===== config.mk =====
export PLATFORM = sky130hd
export DESIGN_NAME = sql_script_statement_splitter
export DESIGN_NICKNAME = d
export VERILOG_FILES = /design/src/hdl/ssp_pkg.sv /design/src/hdl/ssp_cell.sv /design/src/hdl/ssp_ctrl.sv /design/src/hdl/sql_script_statement_splitter.sv
export SDC_FILE = /design/constraint.sdc
export NUM_CORES = 1
export LEC_CHECK = 0
export BUFFER_PORTS_ARGS = -buffer_cell sky130_fd_sc_hd__buf_2
export CORE_ASPECT_RATIO = 1.4
export CORE_MARGIN = 5
export CORE_UTILIZATION = 71
export CTS_BUF_LIST = sky130_fd_sc_hd__clkbuf_4 sky130_fd_sc_hd__clkbuf_8
export CTS_CLUSTER_DIAMETER = 80
export DETAILED_ROUTE_END_ITERATION = 10
export MAX_ROUTING_LAYER = met4
export PLACE_DENSITY = 0.95
export SLEW_MARGIN = 30
export SYNTH_ARGS = -nofsm -noshare
export SYNTH_HDL_FRONTEND = slang
export SYNTH_SLANG_ARGS = --single-unit

===== constraint.sdc =====
create_clock -name clk -period 19.71 [get_ports clk]
set_input_delay 2.9565 -clock clk [delete_from_list [all_inputs] [get_ports clk]]
set_output_delay 2.9565 -clock clk [all_outputs]
set_load 0.03 [all_outputs]

===== src/hdl/ssp_pkg.sv =====
// Shared constants, types and pattern tables for the SQL statement splitter.
package ssp_pkg;

    localparam int HIST_LEN    = 27;
    localparam int DEPTH_LIMIT = 255;
    localparam int DEPTH_W     = $clog2(DEPTH_LIMIT + 1);
    localparam int LEN_W       = 5;
    localparam int LEN_MAX     = (1 << LEN_W) - 1;

    localparam int TRIG_LEN  = 14;
    localparam int BEGIN_LEN = 5;
    localparam int CASE_LEN  = 4;
    localparam int END_LEN   = 3;
    localparam int MARK_LEN  = 28;

    // Last pattern character sits in the lowest byte, matching the window order.
    localparam logic [8*TRIG_LEN-1:0]  KW_TRIGGER = "CREATE TRIGGER";
    localparam logic [8*BEGIN_LEN-1:0] KW_BEGIN   = "BEGIN";
    localparam logic [8*CASE_LEN-1:0]  KW_CASE    = "CASE";
    localparam logic [8*END_LEN-1:0]   KW_END     = "END";
    // Table marker; the table name is spelled out as byte codes.
    localparam logic [8*MARK_LEN-1:0]  TBL_MARKER = {"CREATE TABLE ",
        8'h73, 8'h71, 8'h6c, 8'h69, 8'h74, 8'h65, 8'h5f, 8'h73,
        8'h65, 8'h71, 8'h75, 8'h65, 8'h6e, 8'h63, 8'h65};

    localparam logic [7:0] CH_SEMI  = 8'h3b;
    localparam logic [7:0] CH_QUOTE = 8'h27;
    localparam logic [7:0] CH_SPACE = 8'h20;
    localparam logic [7:0] CH_TAB   = 8'h09;
    localparam logic [7:0] CH_CR    = 8'h0d;

    // Expected characters at one window position, per pattern.
    typedef struct packed {
        logic [7:0] trig;
        logic [7:0] kw_begin;
        logic [7:0] kw_case;
        logic [7:0] kw_end;
        logic [7:0] mark;
    } exp_t;

    // Per-position compare results from one cell.
    typedef struct packed {
        logic trig;
        logic kw_begin;
        logic kw_case;
        logic kw_end;
        logic mark;
    } pos_hit_t;

    // Whole-pattern matches ending on the current character.
    typedef struct packed {
        logic trig;
        logic kw_begin;
        logic kw_case;
        logic kw_end;
        logic mark;
    } kw_hit_t;

    typedef struct packed {
        logic [7:0] ch;
        logic       stmt_end;
        logic       stmt_keep;
        logic       tail_discarded;
    } result_t;

    function automatic exp_t exp_at(input int pos);
        exp_t e;
        e = '0;
        if (pos < TRIG_LEN)
            e.trig = KW_TRIGGER[8*pos +: 8];
        if (pos < BEGIN_LEN)
            e.kw_begin = KW_BEGIN[8*pos +: 8];
        if (pos < CASE_LEN)
            e.kw_case = KW_CASE[8*pos +: 8];
        if (pos < END_LEN)
            e.kw_end = KW_END[8*pos +: 8];
        if (pos < MARK_LEN)
            e.mark = TBL_MARKER[8*pos +: 8];
        return e;
    endfunction

endpackage


===== src/hdl/ssp_cell.sv =====
// One history cell: compares the character entering it and holds it for the next position.
module ssp_cell (
    input  logic              clk,
    input  logic              rst_n,
    input  logic              shift_en,
    input  logic              flush,
    input  logic [7:0]        d,
    input  ssp_pkg::exp_t     expect_ch,
    output logic [7:0]        q,
    output ssp_pkg::pos_hit_t hit
);
    import ssp_pkg::*;

    logic [7:0] q_reg;
    logic [7:0] up;

    always_comb
    begin
        up = ((d >= 8'h61) && (d <= 8'h7a)) ? (d - 8'd32) : d;
        hit.trig     = (up == expect_ch.trig);
        hit.kw_begin = (up == expect_ch.kw_begin);
        hit.kw_case  = (up == expect_ch.kw_case);
        hit.kw_end   = (up == expect_ch.kw_end);
        hit.mark     = (d == expect_ch.mark);
    end

    // Advance on every accepted word; clear at script end.
    always_ff @(posedge clk or negedge rst_n)
    begin
        if (!rst_n)
            q_reg <= '0;
        else if (shift_en)
            q_reg <= flush ? 8'h00 : d;
    end

    assign q = q_reg;

endmodule


===== src/hdl/ssp_ctrl.sv =====
// Statement tracker: quote state, nesting depth, blank and marker flags, close verdict.
module ssp_ctrl (
    input  logic             clk,
    input  logic             rst_n,
    input  logic             accept,
    input  logic [7:0]       ch,
    input  logic             last,
    input  ssp_pkg::kw_hit_t kw,
    output ssp_pkg::result_t res
);
    import ssp_pkg::*;

    localparam logic [DEPTH_W-1:0] DEPTH_MAX = DEPTH_W'(DEPTH_LIMIT);
    localparam logic [LEN_W-1:0]   LEN_SAT   = LEN_W'(LEN_MAX);
    localparam logic [LEN_W-1:0]   LEN_MARK  = LEN_W'(HIST_LEN);

    logic [DEPTH_W-1:0] depth_reg, depth_next;
    logic [LEN_W-1:0]   len_reg, len_next;
    logic               quote_reg, quote_next;
    logic               skip_reg, skip_next;
    logic               blank_reg, blank_next;
    logic               marker_reg, marker_next;

    logic [DEPTH_W-1:0] depth_kw;
    logic               skip_kw;
    logic               quote_now;
    logic               marker_now;
    logic               is_ws;
    logic               blank_now;
    logic               closes;

    always_comb
    begin
        depth_kw = depth_reg;
        skip_kw  = skip_reg;
        // Keywords end on distinct characters, so at most one hits per word.
        if (!quote_reg)
        begin
            if (kw.trig)
            begin
                if (depth_kw != DEPTH_MAX)
                    depth_kw = depth_kw + 1'b1;
                skip_kw = 1'b1;
            end
            if (kw.kw_begin && (depth_kw != '0))
            begin
                if (skip_kw)
                    skip_kw = 1'b0;
                else if (depth_kw != DEPTH_MAX)
                    depth_kw = depth_kw + 1'b1;
            end
            if (kw.kw_case && (depth_kw != '0) && (depth_kw != DEPTH_MAX))
                depth_kw = depth_kw + 1'b1;
            if (kw.kw_end && (depth_kw != '0))
                depth_kw = depth_kw - 1'b1;
        end

        quote_now  = quote_reg ^ (ch == CH_QUOTE);
        marker_now = marker_reg | ((len_reg >= LEN_MARK) && kw.mark);
        is_ws      = (ch == CH_SPACE) || ((ch >= CH_TAB) && (ch <= CH_CR));
        blank_now  = blank_reg && (is_ws || (ch == CH_SEMI));
        closes     = ((ch == CH_SEMI) || last) && (depth_kw == '0) && !quote_now;

        res.ch             = ch;
        res.stmt_end       = closes;
        res.stmt_keep      = closes && !(blank_now || marker_now);
        res.tail_discarded = last && !closes;

        depth_next  = depth_kw;
        skip_next   = skip_kw;
        quote_next  = quote_now;
        marker_next = marker_now;
        blank_next  = blank_reg && is_ws;
        len_next    = (len_reg != LEN_SAT) ? (len_reg + 1'b1) : len_reg;
        if (last)
        begin
            depth_next  = '0;
            skip_next   = 1'b0;
            quote_next  = 1'b0;
            marker_next = 1'b0;
            blank_next  = 1'b1;
            len_next    = '0;
        end
        else if (closes)
        begin
            marker_next = 1'b0;
            blank_next  = 1'b1;
            len_next    = '0;
        end
    end

    always_ff @(posedge clk or negedge rst_n)
    begin
        if (!rst_n)
        begin
            depth_reg  <= '0;
            len_reg    <= '0;
            quote_reg  <= 1'b0;
            skip_reg   <= 1'b0;
            blank_reg  <= 1'b1;
            marker_reg <= 1'b0;
        end
        else if (accept)
        begin
            depth_reg  <= depth_next;
            len_reg    <= len_next;
            quote_reg  <= quote_next;
            skip_reg   <= skip_next;
            blank_reg  <= blank_next;
            marker_reg <= marker_next;
        end
    end

`ifndef SYNTH
    a_end_xor_tail: assert property (@(posedge clk) disable iff (!rst_n)
        accept |-> !(res.stmt_end && res.tail_discarded))
        else $error("statement close and tail discard on the same word");

    a_keep_needs_end: assert property (@(posedge clk) disable iff (!rst_n)
        accept && res.stmt_keep |-> res.stmt_end)
        else $error("keep verdict without a statement close");

    a_script_end_clears: assert property (@(posedge clk) disable iff (!rst_n)
        accept && last |=> (depth_reg == '0) && !quote_reg && !skip_reg
                            && blank_reg && !marker_reg && (len_reg == '0))
        else $error("state not cleared after script end");

    a_close_clears: assert property (@(posedge clk) disable iff (!rst_n)
        accept && res.stmt_end |=> (len_reg == '0) && blank_reg && !marker_reg)
        else $error("statement flags not cleared after close");

    a_depth_bound: assert property (@(posedge clk) disable iff (!rst_n)
        depth_reg <= DEPTH_MAX)
        else $error("nesting depth above limit");
`endif

endmodule


===== src/hdl/sql_script_statement_splitter.sv =====
// Top level: character history chain, statement tracker and output skid stage.
// Accepted words are registered in the output register or, on a stall, the skid.
// Throughput: one character per cycle while s_tready is high; all keyword and marker
// matches are parallel compares along the 27-cell history chain, with the tracker
// updating once per word. The output register plus skid keep s_tready high until the
// skid fills. Reset clears the history, all tracking state and both entries.
module sql_script_statement_splitter (
    input  logic       clk,
    input  logic       rst_n,
    input  logic       s_tvalid,
    output logic       s_tready,
    input  logic [7:0] s_tdata,   // [7:0] ch
    input  logic       s_tlast,   // script_end
    output logic       m_tvalid,
    input  logic       m_tready,
    output logic [7:0] m_tdata,   // [7:0] ch_out
    output logic       m_tlast,   // stmt_end
    output logic [1:0] m_tuser    // [0] stmt_keep, [1] tail_discarded
);
    import ssp_pkg::*;

    logic [7:0]       win [0:HIST_LEN];
    pos_hit_t         pos_hit [0:HIST_LEN-1];
    logic [HIST_LEN-1:0] trig_v, begin_v, case_v, end_v, mark_v;
    kw_hit_t          kw;
    result_t          res;
    logic             accept;

    result_t          out_reg, skid_reg;
    logic             out_valid_reg, skid_valid_reg;
    logic             out_take;

    assign accept = s_tvalid && s_tready;
    assign win[0] = s_tdata;

    genvar j;
    generate
        for (j = 0; j < HIST_LEN; j++)
        begin : g_cell
            ssp_cell u_cell (
                .clk       (clk),
                .rst_n     (rst_n),
                .shift_en  (accept),
                .flush     (s_tlast),
                .d         (win[j]),
                .expect_ch (exp_at(j)),
                .q         (win[j+1]),
                .hit       (pos_hit[j])
            );
            assign trig_v[j]  = pos_hit[j].trig;
            assign begin_v[j] = pos_hit[j].kw_begin;
            assign case_v[j]  = pos_hit[j].kw_case;
            assign end_v[j]   = pos_hit[j].kw_end;
            assign mark_v[j]  = pos_hit[j].mark;
        end
    endgenerate

    always_comb
    begin
        kw.trig     = &trig_v[TRIG_LEN-1:0];
        kw.kw_begin = &begin_v[BEGIN_LEN-1:0];
        kw.kw_case  = &case_v[CASE_LEN-1:0];
        kw.kw_end   = &end_v[END_LEN-1:0];
        // Oldest marker character sits one past the chain's last compare.
        kw.mark     = (&mark_v) && (win[HIST_LEN] == TBL_MARKER[8*HIST_LEN +: 8]);
    end

    ssp_ctrl u_ctrl (
        .clk    (clk),
        .rst_n  (rst_n),
        .accept (accept),
        .ch     (s_tdata),
        .last   (s_tlast),
        .kw     (kw),
        .res    (res)
    );

    assign s_tready = !skid_valid_reg;
    assign out_take = out_valid_reg && m_tready;

    always_ff @(posedge clk or negedge rst_n)
    begin
        if (!rst_n)
        begin
            out_valid_reg  <= 1'b0;
            skid_valid_reg <= 1'b0;
        end
        else if (out_take || !out_valid_reg)
        begin
            if (skid_valid_reg)
            begin
                out_valid_reg  <= 1'b1;
                skid_valid_reg <= 1'b0;
            end
            else
                out_valid_reg <= accept;
        end
        else if (accept)
            skid_valid_reg <= 1'b1;
    end

    always_ff @(posedge clk)
    begin
        if (out_take || !out_valid_reg)
        begin
            if (skid_valid_reg)
                out_reg <= skid_reg;
            else if (accept)
                out_reg <= res;
        end
        else if (accept)
            skid_reg <= res;
    end

    assign m_tvalid = out_valid_reg;
    assign m_tdata  = out_reg.ch;
    assign m_tlast  = out_reg.stmt_end;
    assign m_tuser  = {out_reg.tail_discarded, out_reg.stmt_keep};

endmodule

==> results of run 1 <==
==> power breakdown <==
| part | switching, µW | internal, µW | total (µW) |
|---|---|---|---|
| clock | 205 | 235 | 439 |
| combinational | 67.4 | 23.9 | 91.3 |
| sequential | 15.5 | 546 | 562 |
==> layout make-up <==
class / count / area, µm² / area share
flip-flops and latches: 257 / 6540 / 0.445
clock inverters: 6 / 66.3 / 0.00451
clock buffers: 54 / 681 / 0.0463
inverters: 47 / 179 / 0.0122
multi-input cells: 1186 / 6680 / 0.454
repair buffers: 37 / 240 / 0.0163
well taps: 248 / 310 / 0.0211
==> per-layer routing <==
layer | vias to the layer above | global-route usage | share of wire
li1 | 5569 | - | -
met1 | 5844 | 0.436 | 0.37
met2 | 558 | 0.584 | 0.51
met5 | - | - | 0
met3 | 153 | 0.0547 | 0.066
met4 | 0 | 0.186 | 0.057
==> cells in the final DEF, fill, tap and decap left out, types with 25 or more instances in the layout <==
cell type,n
clkbuf_8,44
o21ai_0,203
nand3_1,29
o31ai_1,44
dfrtp_1,234
nor2_1,52
nand2_1,459
nor4_1,32
nand4_1,25
inv_1,46
==> critical path, delay by kind of cell <==
kind	cells	cell delay (ns)
and+or+nand+nor	13	4.06
AOI/OAI and AO/OA	9	1.63
muxes	4	1.12
adders and majority gates	3	0.83
buffers and inverters	2	0.31
xor gates and xnor gates	1	0.26
==> logic make-up (layout without fill, tap and decap cells) <==
group | count (synthesis) | in the layout | synth area share
adders and majority gates | 22 | 22 | 0.0200
DFF | 257 | 257 | 0.475
xor gates and xnor gates | 16 | 16 | 0.0113
and+or+nand+nor | 767 | 767 | 0.275
buffers and inverters | 147 | 144 | 0.0408
AOI/OAI and AO/OA | 358 | 358 | 0.160
muxes | 23 | 23 | 0.0181
==> worst min-delay path by stage <==
stage,depth (start not counted),slack [ns],to,from
after floorplan,2,0.44,g_cell[26].u_cell.q[4]$_DFFE_PN0P_,g_cell[26].u_cell.q[4]$_DFFE_PN0P_
after global placement,2,0.46,g_cell[3].u_cell.q[6]$_DFFE_PN0P_,g_cell[3].u_cell.q[6]$_DFFE_PN0P_
after detailed placement,2,0.47,g_cell[26].u_cell.q[4]$_DFFE_PN0P_,g_cell[26].u_cell.q[4]$_DFFE_PN0P_
after CTS,2,0.48,g_cell[26].u_cell.q[4]$_DFFE_PN0P_,g_cell[26].u_cell.q[4]$_DFFE_PN0P_
after global routing,2,0.50,g_cell[26].u_cell.q[3]$_DFFE_PN0P_,g_cell[26].u_cell.q[3]$_DFFE_PN0P_
final,2,0.48,g_cell[3].u_cell.q[6]$_DFFE_PN0P_,g_cell[3].u_cell.q[6]$_DFFE_PN0P_
==> stage by stage <==
stage          instances  hold WS, ns
6_report            1835        0.479
2_1_floorplan       1590        0.441
5_1_grt             1835        0.502
3_3_place_gp        1775        0.459
4_1_cts             1835        0.478
3_5_place_dp        1775        0.466
==> metrics.cfg, run 1 <==
[status]
status = completed

[timing]
hold_viol = 0
finalClockSkew_ns = 0.0401
fin_crit_ns = 10.87
fmax_mhz = 92.0
maxSlewViolCount = 0
worstMarginPinSlew_ns = 0.950
tns_ns = 0
layout_setup_ws_ns = 8.84
grt_setup_unrepaired = no
setup_viol = 0
post-route-period-util = 0.552
slew_headroom = 0.361

[clock_network]
cts_made_buffers = 39
cts.sinks = 257
post_cts_buffers = 0
cts_hold_buf = 0
cts_buffer_depth = 3
cts_tree = yes
postCtsResizedCells = 0
clk_pin_slew_ns = 0.06
htreeDepth = 2
insertion_delay_ns = 0.56
cts_root_buf = clkbuf_8

[setup_path]
critPathLaunchType = primary input
cp_data_arrival_time_ns = 11.18
worst_setup_path_end_kind = register
slowest_stage = or4b_2
slowest_delay_ns = 0.64
crit_fanout = 14
critPathCapture = m_tlast$_DFFE_PP_
r2r_end = m_tlast$_DFFE_PP_
cp-startpoint = s_tdata[2]
reg2regPathDepth = 33
rr_startpoint = g_cell[8].u_cell.q[5]$_DFFE_PN0P_
r2r_slack_ns = 10.41
crit_type = primary input to register
cp_data_required_time_ns = 20.01
crit_top_cell = ha_1

[floorplan]
rows = 60
die_y_um = 175
core_um2 = 19100
io_pins = 26
start_util = 0.720
fp.dieArea_um2 = 22300
die_w_um = 128

[route]
vias = 12100
wirelength_mm = 38.5
detail_route.first_pass.iterations = 6
drtIter0Drc = 1489
viasPerCell = 6.61
wl_per_cell_um = 21.0
post-route-drc-count = 0
ant_nets = 0

[synth]
yosysWarnings = 0
yosysMostFrequentCell = nand2_1
synth_top_cells_by_area = dfrtp_1 43%, nand2_1 13%, o21ai_0 7.4%
synth_cell_types = 90
ys_seq_elements = 257
synth_nets = 1625
avgSynthCellArea_um2 = 8.66
async_reset_ff_frac = 0.914
synth_enable_flop_cells = 22
synth_area_leader_cell = dfrtp_1
synthCells = 1590
synth_top_cells_by_count = 460 x nand2_1, 234 x dfrtp_1, 203 x o21ai_0
synth-seq-area-share = 0.475
synth_top_cell_area_share = 0.425
synthFlopType = dfrtp_1
netlist_area_um2 = 13800

[power]
power.density_nw_per_um2 = 74.3
power_leakage_uw = 0.00593
power_uw = 1090
peakVddDrop_uv = 66.0

[layout]
fillerInstances = 1313
area_growth_pct = 6.71
antennaDiodeCount = 0
layout-drive-gt1-share = 0.0895
fin_nets = 1603
largest_reg_flops = 216
final_util = 0.768
fin_area_um2 = 14700

[flow_run]
max_cap_viol_count = 0

[global_routing]
grt_pass1_wl_mm = 62.1
grt_pass1_vias = 11600
overflow = 0
grt.total_usage = 0.360
antenna_found_initial = 0
grt_max_degree = 152

[placement]
dpl-instance-area_um2 = 13900
dpl.hpwl_mm = 26.7
port_buffers = 25
globalplace.congestion = 1.02
place_ws_ns = 8.39

[worst_hold_path]
hp-class = register to register

Power figures use the tool's default switching activity.
==> run 2: changes to the inputs <==
--- a/config.mk
+++ b/config.mk
@@ -8,12 +8,12 @@
 export BUFFER_PORTS_ARGS = -buffer_cell sky130_fd_sc_hd__buf_2
 export CORE_ASPECT_RATIO = 1.4
 export CORE_MARGIN = 5
-export CORE_UTILIZATION = 71
+export CORE_UTILIZATION = 59
 export CTS_BUF_LIST = sky130_fd_sc_hd__clkbuf_4 sky130_fd_sc_hd__clkbuf_8
 export CTS_CLUSTER_DIAMETER = 80
 export DETAILED_ROUTE_END_ITERATION = 10
 export MAX_ROUTING_LAYER = met4
-export PLACE_DENSITY = 0.95
+export PLACE_DENSITY = 0.9
 export SLEW_MARGIN = 30
 export SYNTH_ARGS = -nofsm -noshare
 export SYNTH_HDL_FRONTEND = slang
==> constraint.sdc (replaced) <==
create_clock -name clk -period 10 [get_ports clk]
set_input_delay 1.5 -clock clk [delete_from_list [all_inputs] [get_ports clk]]
set_output_delay 1.5 -clock clk [all_outputs]
set_load 0.03 [all_outputs]
==> run 2 against run 1 <==
Via count decreased by 1.2%. Final area increased by 0.31%. Core utilization decreased by 13 points. Critical path depth decreased by 1. Clock skew decreased by 0.015 ns. Worst setup slack lost 8.1 ns. Critical path type unchanged. Largest cell class unchanged.
==> metrics.cfg, run 2 (synthesis gave the netlist of run 1 again) <==
[setup_path]
cp_data_required_time_ns = 10.28
cp_data_arrival_time_ns = 9.56
rr_startpoint = g_cell[2].u_cell.q[7]$_DFFE_PN0P_
slowest_stage = or4b_2
crit_top_cell = ha_1
critPathLaunchType = primary input
reg2regPathDepth = 30
worst_setup_path_end_kind = register
crit_type = primary input to register
cp-startpoint = s_tdata[1]
slowest_delay_ns = 0.65
crit_fanout = 13

[timing]
worstMarginPinSlew_ns = 0.968
maxSlewViolCount = 0
slew_headroom = 0.354
finalClockSkew_ns = 0.0247
post-route-period-util = 0.927
hold_viol = 0
fmax_mhz = 108
tns_ns = 0
whs_ns = 0.471
fin_crit_ns = 9.27
grt_setup_unrepaired = no
setup_viol = 0

[global_routing]
antenna_found_initial = 0
grt_max_degree = 264
grt_pass1_vias = 11500
overflow = 0
grt.total_usage = 0.290
grt_pass1_wl_mm = 60.8

[clock_network]
cts.sinks = 257
cts_made_buffers = 38
htreeDepth = 2
cts_root_buf = clkbuf_8
cts_hold_buf = 0
post_cts_buffers = 0
cts_buffer_depth = 3
clk_pin_slew_ns = 0.06
insertion_delay_ns = 0.55
cts_tree = yes
postCtsResizedCells = 0

[layout]
final_util = 0.638
area_growth_pct = 7.05
final_cell_count_no_fill = 1893
fin_nets = 1601
final_cell_mix = 459 x nand2_1, 234 x dfrtp_1, 203 x o21ai_0
layout-drive-gt1-share = 0.0907
layout_commonest_cell = nand2_1
largest_reg_flops = 216
antennaDiodeCount = 0
fin_area_um2 = 14700

[floorplan]
die_y_um = 191
io_pins = 26
rows = 66
fp.dieArea_um2 = 26500
core_um2 = 23100
start_util = 0.596
die_w_um = 139

[placement]
dpl-instance-area_um2 = 14000
dpl.hpwl_mm = 26.1
dp_cells = 1832
globalplace.congestion = 1.03
port_buffers = 25

[power]
power.density_nw_per_um2 = 144
peakVddDrop_uv = 101
power_leakage_uw = 0.00592

[worst_hold_path]
hp-class = register to register
hold_depth = 2
hold_start = g_cell[26].u_cell.q[2]$_DFFE_PN0P_

[route]
wl_per_cell_um = 19.7
viasPerCell = 6.33
ant_nets = 0
detail_route.first_pass.iterations = 6
vias = 12000
drtIter0Drc = 1265
wirelength_mm = 37.3
post-route-drc-count = 0

[flow_run]
max_cap_viol_count = 0

[status]
status = completed

## run 2: final timing paths
check / end / slack (ns)
min reg2reg: g_cell[26].u_cell.q[2]$_DFFE_PN0P_ / 0.47
min: g_cell[26].u_cell.q[2]$_DFFE_PN0P_ / 0.47
max reg2reg: m_tlast$_DFFE_PP_ / 0.94
min in group asynchronous: g_cell[8].u_cell.q[6]$_DFFE_PN0P_ / 0.97
max in group asynchronous: g_cell[2].u_cell.q[1]$_DFFE_PN0P_ / 7.03
max: m_tlast$_DFFE_PP_ / 0.73
## run 2: stage by stage
stage                     setup slack [ns]  power [µW]
final                                0.728        2120
after global routing                 0.276        2200
after CTS                            0.861        2130
after detailed placement             0.370        1300
after global placement               0.481        1300
after floorplan                       1.05        1240
## run 2: critical path, delay by kind of cell
kind	cells	cell delay, ns
compound gates	7	1.28
xor+xnor	3	0.85
fa+ha+maj	3	0.88
buf+inv	2	0.28
mux	4	0.91
simple gates	12	3.83
## run 2: per-layer routing
metal	wire length, µm	global-route usage	vias to the layer above	part of all wire
met5	0	-	-	0
met4	2410	0.162	0	0.065
met3	2140	0.0354	168	0.057
met2	18500	0.485	514	0.50
met1	14200	0.343	5729	0.38
li1	-	-	5564	-
## run 2: power breakdown
| part | total, µW | leakage [µW] | internal [µW] | switching, µW |
|---|---|---|---|---|
| clock | 832 | 0.000390 | 444 | 388 |
| sequential | 1110 | 0.00347 | 1080 | 31.3 |
| combinational | 182 | 0.00206 | 47.3 | 135 |
## run 2: cell type report
| type | instances | area (µm²) |
|---|---|---|
| fill | 1908 | 8380 |
| multi-input combinational | 1186 | 6680 |
| sequential | 257 | 6540 |
| clock buffer | 57 | 697 |
| tap | 306 | 383 |
| timing repair buffer | 36 | 234 |
| inverter | 47 | 181 |
| clock inverter | 4 | 27.5 |
==> run 3: changes to the inputs <==
--- a/config.mk
+++ b/config.mk
@@ -8,12 +8,12 @@
 export BUFFER_PORTS_ARGS = -buffer_cell sky130_fd_sc_hd__buf_2
 export CORE_ASPECT_RATIO = 1.4
 export CORE_MARGIN = 5
-export CORE_UTILIZATION = 59
-export CTS_BUF_LIST = sky130_fd_sc_hd__clkbuf_4 sky130_fd_sc_hd__clkbuf_8
+export CORE_UTILIZATION = 57
 export CTS_CLUSTER_DIAMETER = 80
+export CTS_CLUSTER_SIZE = 24
 export DETAILED_ROUTE_END_ITERATION = 10
 export MAX_ROUTING_LAYER = met4
-export PLACE_DENSITY = 0.9
+export PLACE_DENSITY = 0.87
 export SLEW_MARGIN = 30
 export SYNTH_ARGS = -nofsm -noshare
 export SYNTH_HDL_FRONTEND = slang
==> run 3 against run 2 <==
Non-clock buffer count is 2 lower. Largest power group unchanged. Clock-buffer cell count decreased by 38. Largest cell class unchanged. First-iteration DRC count shrank 20%. Total power is 9.0% lower. Worst hold slack improved by 0.013 ns. Fmax decreased by 2.4%. Clock skew grew 0.0094 ns.
==> metrics.cfg, run 3 (synthesis gave the netlist of run 1 again) <==
[layout]
area_growth_pct = 4.89
antennaDiodeCount = 0
regArea_um2 = 6540
layout_commonest_cell = nand2_1
final_util = 0.605
multi_input_area_um2 = 6680
final_cell_mix = 459 x nand2_1, 234 x dfrtp_1, 203 x o21ai_0
largest_reg_flops = 216
layout-drive-gt1-share = 0.0641
fin_area_um2 = 14400
fin_nets = 1576
fillerInstances = 2063

[power]
power.density_nw_per_um2 = 134
power_leakage_uw = 0.00573
peakVddDrop_uv = 142

[timing]
fin_crit_ns = 9.50
grt_setup_unrepaired = no
worstMarginPinSlew_ns = 0.991
fmax_mhz = 105
tns_ns = 0
post-route-period-util = 0.950
slew_headroom = 0.339
layout_setup_ws_ns = 0.501
setup_viol = 0
hold_viol = 0
finalClockSkew_ns = 0.0341
maxSlewViolCount = 0

[global_routing]
grt.total_usage = 0.273
grt_pass1_wl_mm = 59.0
overflow = 0
grt_max_degree = 274
grt_pass1_vias = 11100
antenna_found_initial = 0

[setup_path]
r2r_end = m_tlast$_DFFE_PP_
rr_startpoint = g_cell[8].u_cell.q[5]$_DFFE_PN0P_
critPathLaunchType = primary input
slowest_stage = or4b_2
cp_data_required_time_ns = 10.26
reg2regPathDepth = 33
slowest_delay_ns = 0.63
crit_type = primary input to register
worst_setup_path_end_kind = register
r2r_slack_ns = 0.72
cp_data_arrival_time_ns = 9.76
crit_fanout = 13
cp-startpoint = s_tdata[1]
crit_top_cell = ha_1

[clock_network]
cts.sinks = 257
cts_root_buf = clkbuf_16
htreeDepth = 1
cts_buffer_depth = 3
post_cts_buffers = 0
postCtsResizedCells = 0
insertion_delay_ns = 0.50
cts_tree = yes
clk_pin_slew_ns = 0.10
cts_made_buffers = 15
cts_hold_buf = 0

[placement]
dpl.hpwl_mm = 26.2
globalplace.congestion = 1.02
port_buffers = 25
dpl-instance-area_um2 = 14000
place_ws_ns = 0.100

[floorplan]
fp.dieArea_um2 = 27400
rows = 67
start_util = 0.577
die_w_um = 141
core_um2 = 23900
die_y_um = 194
io_pins = 26

[worst_hold_path]
hold_depth = 2
hp-class = register to register
worstHoldEndpoint = g_cell[26].u_cell.q[5]$_DFFE_PN0P_
hold_start = g_cell[26].u_cell.q[5]$_DFFE_PN0P_

[route]
ant_nets = 0
drtIter0Drc = 1015
wl_per_cell_um = 19.8
post-route-drc-count = 0
vias = 11700
detail_route.first_pass.iterations = 8
viasPerCell = 6.28
wirelength_mm = 36.8

[flow_run]
max_cap_viol_count = 0

[status]
status = completed

-- run 3: changes by cell type in the layout (fill, tap and decap cells not counted), sizes merged --
cell,previous run,this run
clkbuf,57,19
buf,36,34
clkinv,2,0
-- run 3: per-stage QoR --
step / hold slack (ns) / instances / total power (µW)
3_3_place_gp: 0.458 / 1834 / 1300
5_1_grt: 0.530 / 1855 / 2000
6_report: 0.484 / 1855 / 1930
2_1_floorplan: 0.441 / 1590 / 1240
4_1_cts: 0.489 / 1855 / 1930
3_5_place_dp: 0.468 / 1834 / 1300
-- run 3: power breakdown --
part           switching (µW)  total, µW  internal (µW)
clock                     354        646            292
combinational             132        180           47.1
sequential               30.4       1110           1080
-- run 3: critical path, delay by kind of cell --
family          cells  cell delay [ns]
compound gates      9             1.47
xor+xnor            1             0.25
fa+ha+maj           3             0.83
mux                 4             1.15
simple gates       13             4.18
buf+inv             2             0.34
-- run 3: worst max path at each step --
stage                                      end  slack [ns]  depth (start not counted)
after floorplan           m_tuser[0]$_DFFE_PP_        1.05                         33
after global placement       m_tlast$_DFFE_PP_        0.29                         31
after detailed placement     m_tlast$_DFFE_PP_        0.10                         32
after CTS                    m_tlast$_DFFE_PP_        0.60                         32
after global routing         m_tlast$_DFFE_PP_        0.03                         33
final                        m_tlast$_DFFE_PP_        0.50                         32
-- run 3: area by class of cell --
| type | instances | area share |
|---|---|---|
| inverter | 47 | 0.0126 |
| sequential | 257 | 0.453 |
| clock inverter | 2 | 0.00225 |
| multi-input combinational | 1186 | 0.462 |
| clock buffer | 19 | 0.0277 |
| timing repair buffer | 34 | 0.0154 |
| tap | 310 | 0.0268 |
-- run 3: per-layer routing --
metal  vias to the layer above  share of wire  global-route usage
met5                         -              0                   -
met4                         0          0.065               0.145
met3                       145          0.054              0.0326
met2                       449           0.50               0.446
met1                      5550           0.39               0.332
li1                       5509              -                   -
